`src/hw/rtl/hcbd_pkg.sv`:
```
// Shared constants for the HTTP chunked body decoder.
package hcbd_pkg;

  localparam int unsigned MAX_SIZE_DIGITS_DEF = 8;

  localparam logic [7:0] CH_CR = 8'h0D;
  localparam logic [7:0] CH_LF = 8'h0A;

  localparam int unsigned STATUS_W = 2;

  localparam logic [STATUS_W-1:0] ST_DECODING = 2'd0;
  localparam logic [STATUS_W-1:0] ST_FINISHED = 2'd1;
  localparam logic [STATUS_W-1:0] ST_ERROR    = 2'd2;

endpackage

```
`src/hw/rtl/http_chunked_body_decoder.sv`:
```
// HTTP chunked transfer decoder: strips chunk framing from a body byte stream.
//
//  channel | ports                                               | direction
//  --------+-----------------------------------------------------+----------
//  in      | in_valid, in_stall, in_data_byte                    | to block
//  out     | out_valid, out_stall, out_payload_byte,             | from block
//          | out_payload_valid, out_chunk_last, out_status       |
//
// One byte per clock sustained while out_stall is low; one result per byte.
// Each byte passes through the input register and then the result register before out_valid.
// Reset (rst_n low, synchronous) returns the decoder to the start of a size line.
// A stalled result holds in the output register; one more byte may wait in the
// input register, after which in_stall is raised.
module http_chunked_body_decoder
  import hcbd_pkg::*;
#(
  parameter int unsigned MAX_SIZE_DIGITS = MAX_SIZE_DIGITS_DEF
) (
  input  logic                clk,
  input  logic                rst_n,
  input  logic                in_valid,
  output logic                in_stall,
  input  logic [7:0]          in_data_byte,
  output logic                out_valid,
  input  logic                out_stall,
  output logic [7:0]          out_payload_byte,
  output logic                out_payload_valid,
  output logic                out_chunk_last,
  output logic [STATUS_W-1:0] out_status
);

  localparam int unsigned DW = $clog2(MAX_SIZE_DIGITS + 1);
  localparam logic [DW-1:0] DIG_MAX = DW'(MAX_SIZE_DIGITS);

  typedef enum logic [2:0] {
    PH_SIZE,
    PH_DATA,
    PH_CR,
    PH_LF,
    PH_DONE,
    PH_ERR
  } phase_t;

  phase_t        phase_r, phase_nxt;
  logic [31:0]   chunk_length_r, chunk_length_nxt;
  logic [31:0]   bytes_done_r, bytes_done_nxt;
  logic [DW-1:0] digit_count_r, digit_count_nxt;
  logic          seen_cr_r, seen_cr_nxt;

  logic          s1_valid_r;
  logic [7:0]    s1_byte_r;

  logic          out_valid_r;
  logic [7:0]    out_payload_byte_r;
  logic          out_payload_valid_r;
  logic          out_chunk_last_r;
  logic [STATUS_W-1:0] out_status_r;

  logic          adv;
  logic          fire;
  logic          is_hex;
  logic [3:0]    hex_val;
  logic          res_valid;
  logic          res_last;
  logic [STATUS_W-1:0] res_status;

  assign adv      = !out_valid_r || !out_stall;
  assign fire     = s1_valid_r && adv;
  assign in_stall = s1_valid_r && !adv;

  always_comb begin
    is_hex  = 1'b0;
    hex_val = s1_byte_r[3:0];
    if (s1_byte_r inside {[8'h30:8'h39]}) begin
      is_hex = 1'b1;
    end else if (s1_byte_r inside {[8'h41:8'h46], [8'h61:8'h66]}) begin
      is_hex  = 1'b1;
      hex_val = s1_byte_r[3:0] + 4'd9;
    end
  end

  always_comb begin
    phase_nxt        = phase_r;
    chunk_length_nxt = chunk_length_r;
    bytes_done_nxt   = bytes_done_r;
    digit_count_nxt  = digit_count_r;
    seen_cr_nxt      = seen_cr_r;
    res_valid        = 1'b0;
    res_last         = 1'b0;
    res_status       = ST_DECODING;
    case (phase_r)
      PH_SIZE: begin
        if (seen_cr_r) begin
          if (s1_byte_r == CH_LF && digit_count_r != '0) begin
            bytes_done_nxt  = '0;
            digit_count_nxt = '0;
            seen_cr_nxt     = 1'b0;
            phase_nxt       = (chunk_length_r == 32'd0) ? PH_DONE : PH_DATA;
          end else begin
            phase_nxt = PH_ERR;
          end
        end else if (is_hex) begin
          if (digit_count_r >= DIG_MAX) begin
            phase_nxt = PH_ERR;
          end else begin
            chunk_length_nxt = {chunk_length_r[27:0], hex_val};
            digit_count_nxt  = digit_count_r + DW'(1);
          end
        end else if (s1_byte_r == CH_CR) begin
          seen_cr_nxt = 1'b1;
        end else begin
          phase_nxt = PH_ERR;
        end
      end
      PH_DATA: begin
        res_valid      = 1'b1;
        bytes_done_nxt = bytes_done_r + 32'd1;
        if (bytes_done_nxt == chunk_length_r) begin
          res_last  = 1'b1;
          phase_nxt = PH_CR;
        end
      end
      PH_CR: begin
        phase_nxt = (s1_byte_r == CH_CR) ? PH_LF : PH_ERR;
      end
      PH_LF: begin
        if (s1_byte_r == CH_LF) begin
          phase_nxt        = PH_SIZE;
          chunk_length_nxt = '0;
          bytes_done_nxt   = '0;
          digit_count_nxt  = '0;
          seen_cr_nxt      = 1'b0;
        end else begin
          phase_nxt = PH_ERR;
        end
      end
      PH_DONE: begin
        res_status = ST_FINISHED;
      end
      default: begin
        phase_nxt = PH_ERR;
      end
    endcase
    if (phase_nxt == PH_ERR) begin
      res_status = ST_ERROR;
      res_valid  = 1'b0;
      res_last   = 1'b0;
    end
  end

  always_ff @(posedge clk) begin
    if (!rst_n) begin
      s1_valid_r <= 1'b0;
    end else if (!in_stall) begin
      s1_valid_r <= in_valid;
    end
    if (!in_stall && in_valid) begin
      s1_byte_r <= in_data_byte;
    end
  end

  always_ff @(posedge clk) begin
    if (!rst_n) begin
      phase_r        <= PH_SIZE;
      chunk_length_r <= '0;
      bytes_done_r   <= '0;
      digit_count_r  <= '0;
      seen_cr_r      <= 1'b0;
    end else if (fire) begin
      phase_r        <= phase_nxt;
      chunk_length_r <= chunk_length_nxt;
      bytes_done_r   <= bytes_done_nxt;
      digit_count_r  <= digit_count_nxt;
      seen_cr_r      <= seen_cr_nxt;
    end
  end

  always_ff @(posedge clk) begin
    if (!rst_n) begin
      out_valid_r <= 1'b0;
    end else if (fire) begin
      out_valid_r <= 1'b1;
    end else if (!out_stall) begin
      out_valid_r <= 1'b0;
    end
    if (fire) begin
      out_payload_byte_r  <= res_valid ? s1_byte_r : 8'h00;
      out_payload_valid_r <= res_valid;
      out_chunk_last_r    <= res_last;
      out_status_r        <= res_status;
    end
  end

  assign out_valid         = out_valid_r;
  assign out_payload_byte  = out_payload_byte_r;
  assign out_payload_valid = out_payload_valid_r;
  assign out_chunk_last    = out_chunk_last_r;
  assign out_status        = out_status_r;

endmodule

```
`config.mk`:
```
export PLATFORM = sky130hd
export DESIGN_NAME = http_chunked_body_decoder
export DESIGN_NICKNAME = d
export VERILOG_FILES = /design/src/hw/rtl/hcbd_pkg.sv /design/src/hw/rtl/http_chunked_body_decoder.sv
export SDC_FILE = /design/constraint.sdc
export NUM_CORES = 1
export LEC_CHECK = 0
export BUFFER_PORTS_ARGS = -buffer_cell sky130_fd_sc_hd__buf_2
export CORE_MARGIN = 2
export CORE_UTILIZATION = 55
export CTS_BUF_LIST = sky130_fd_sc_hd__clkbuf_16
export DETAILED_ROUTE_END_ITERATION = 12
export PLACE_DENSITY_LB_ADDON = 0.08
export SYNTH_ARGS = -nofsm -noshare
export SYNTH_HDL_FRONTEND = slang
export SYNTH_SLANG_ARGS = --single-unit
```
`constraint.sdc`:
```
create_clock -name clk -period 7.1 [get_ports clk]
set_clock_uncertainty 0.15 [all_clocks]
set_input_delay 0.355 -clock clk [delete_from_list [all_inputs] [get_ports clk]]
set_output_delay 0.355 -clock clk [all_outputs]
set_load 0.02 [all_outputs]
```
==> results.yml <==
outcome:
  status: "complete, no violations"
logic_synthesis:
  synthAdderAreaFrac: 0.01600
  synth_cell_type_count: 55
  async_reset_ff_frac: 0
  synth_enable_flop_cells: 20
  yosys-top-cells-area: "dfxtp_1 27%, edfxtp_1 11%, a21boi_0 5.3%"
  yosysWarnings: 0
  syn_avg_cell_area_um2: 8.255
  netlist_instances: 663
  synthXorXnorAreaFrac: 0.07202
  synth-seq-cells: 94
  seq_area_frac_synth: 0.3804
  synthSimpleGateAreaFrac: 0.3025
  synth_top_family_by_area: "simple AND/OR/NAND/NOR gates"
  synth_top_area_frac: 0.2707
  ys.flop_type: "dfxtp_1"
  yosys.area.top_type: "dfxtp_1"
  syn_nets: 682
  syn-cell-area_um2: 5473
  muxShareOfSynthArea: 0.007316
  synth_compound_area_frac: 0.1838
power_and_ir_drop:
  powerDensity_nw_per_um2: 206.6
  p_leak_uw: 0.002048
  ir_worst_vdd_uv: 127.7
floorplanning:
  dieArea_um2: 10760
  io_pins: 26
  fp-row-count: 36
  initial_core_util: 0.5625
  die_w_um: 103.8
  core_um2: 9729
  die-height_um: 103.8
worst_setup_path:
  worstPathCellList: "or4b_2, a211oi_1, a41oi_1, o21ai_0, nand3_1, nor3_1, a21oi_1, nor2b_1"
  rrSetupSlack_ns: 3.09
  start_kind: "register"
  slowest_delay_ns: 0.86
  required_ns: 7.23
  cp_slowest_cell: "nand3_1"
  arrival_ns: 4.13
  path_class: "register to register"
  crit_fanout: 34
  critPathCaptureType: "register"
layout:
  num_antenna_cells: 0
  postLayoutCoreUtil: 0.6129
  drive_above_1_share: 0.07831
  fillCellCount: 880
  layout.nets: 678
  area_growth_pct: 8.962
timing:
  rsz0062_at_grt: "no"
  worst_slew_pin_slew_ns: 1.206
  slew-limit-headroom: 0.1939
  worst_slack_ns: 3.095
  fmax_mhz: 249.7
  min_period_ns: 4.005
  hold_viol_final: 0
  tns_ns: 0
  drv_slew: 0
  fin_crit_sh: 0.5642
  setup_viol: 0
detailed_routing:
  wl_per_cell_um: 18.65
  first_pass_iters: 5
  drt_iter0_drc: 473
  drcViolationCount: 0
  detail-route-antenna-nets: 0
  wl_um: 14860
  via_per_inst: 6.275
  vias: 5001
clock_tree:
  cts_buffers: 9
  clkTransAtPathRegs_ns: 0.07
  root_buffer: "clkbuf_16"
  cts-htree-levels: 3
  cts_sinks: 94
  holdBufCountCts: 0
  cts_setup_buffers: 0
  cts_resized: 0
  cts_tree: "built"
  clockBufferDepth: 2
  insertion_delay_ns: 0.34
run:
  drv_cap: 0
placed_design:
  globalplace.congestion: 0.9494
  place_ws_ns: 3.150
  numPortBuffers: 25
  hpwl_um: 10320
grt:
  grt_usage: 0.2769
  grt_antenna_before_repair: 0
  globalRouteOverflowTotal: 0
  grt_first_pass_wirelength_um: 23780
  grt_pass1_vias: 4593
  grt_max_degree: 71
min_path:
  hold_path_class: "primary input to register"
path summary, 6_finish.rpt:
kind	startpoint	cells after the start	to
max	s1_byte_r[3]	8	chunk_length_r[1]
min	in_data_byte[1]	1	s1_byte_r[1]
max reg2reg	s1_byte_r[3]	8	chunk_length_r[1]
min reg2reg	chunk_length_r[31]	2	chunk_length_r[31]
power breakdown:
| part | internal, µW | total (µW) | switching (µW) |
|---|---|---|---|
| logic | 32.0 | 98.1 | 66.0 |
| clock network | 346 | 565 | 219 |
| registers | 557 | 568 | 11.1 |
| total | 936 | 1230 | 296 |
placed cells by master, fill, tap and decap left out, types with 4 or more instances in the layout:
cell and count:
xor2_1 16, a21boi_0 39, nor4_1 16, a211oi_1 4
o31ai_1 9, a21oi_1 26, nand3b_1 7, edfxtp_1 20
nand4_1 14, ha_1 7, nor3_1 19, nor3b_1 4
o211ai_1 4, xnor2_1 29, nor2b_1 16, buf_2 25
o21ai_0 42, mux2i_1 4, o41ai_1 7, nand2_1 57
and3_1 11, nor2_1 49, and4_1 4, clkbuf_16 9
or3_1 5, dfxtp_1 74, inv_1 12, nand3_1 45
o21a_1 7, or4_1 7, and2_1 30
area by class of cell:
| class | count | area (µm²) | area share |
|---|---|---|---|
| Sequential cell | 94 | 2082 | 0.3491 |
| Tap cell | 133 | 166.4 | 0.02791 |
| Clock inverter | 7 | 121.4 | 0.02035 |
| Inverter | 13 | 48.80 | 0.008183 |
| Timing Repair Buffer | 26 | 132.6 | 0.02224 |
| Multi-Input combinational cell | 515 | 3187 | 0.5344 |
| Clock buffer | 9 | 225.2 | 0.03777 |
metrics by stage:
step	std cells	hold slack [ns]	cell area (µm²)	total power, µW
after floorplan	663	0.3039	5473	647.5
after global routing	797	0.02293	5963	1271
final	797	0.03539	5963	1232
after global placement	781	0.3380	5617	674.2
after detailed placement	781	0.3706	5617	677.2
after CTS	797	0.02881	5963	1235
routing by layer:
metal,vias to the layer above,global-route usage,wire [µm]
li1,2393,-,-
met5,-,0,0
met3,18,0.03902,1251
met1,2397,0.4092,6742
met2,193,0.4215,6671
met4,0,0.08205,198
cells by family after synthesis:
group / Yosys count
buffers and inverters: 54
AND/OR/NAND/NOR: 304
flip-flops: 94
AO/OA/AOI/OAI: 155
adder cells (fa/ha/maj): 7
XOR/XNOR: 45
multiplexers: 4
critical path: cells and delay by family (launching register included):
| kind | cells | cell delay, ns |
|---|---|---|
| AND/OR/NAND/NOR | 4 | 2.20 |
| AO/OA/AOI/OAI | 4 | 1.12 |
| flip-flops | 1 | 0.48 |
cell usage after synthesis (4+ instances only):
cell	instances
o31ai_1	9
inv_1	12
nand2_1	57
nor2_1	49
buf_2	4
edfxtp_1	20
a21boi_0	39
a21oi_1	26
xnor2_1	29
o21a_1	7
o211ai_1	4
o21ai_0	42
a211oi_1	4
dfxtp_1	74
ha_1	7
nand3b_1	7
mux2i_1	4
and3_1	11
and4_1	4
or3_1	5
nor2b_1	16
xor2_1	16
nand3_1	45
nor3_1	19
or4_1	7
nor4_1	16
and2_1	30
clkbuf_1	37
o41ai_1	7
nor3b_1	4
nand4_1	14
registers in the layout, summed over array words and instances (netlist names):
| name | cells |
|---|---|
| s1_byte_r | 8 |
| bytes_done_r | 32 |
| seen_cr_r | 1 |
| out_status | 2 |
| digit_count_r | 4 |
| out_payload_byte | 8 |
| out_valid | 1 |
| s1_valid_r | 1 |
| phase_r | 3 |
| out_chunk_last | 1 |
| out_payload_valid | 1 |
| chunk_length_r | 32 |
No activity file was read; power rests on OpenSTA's default activity.
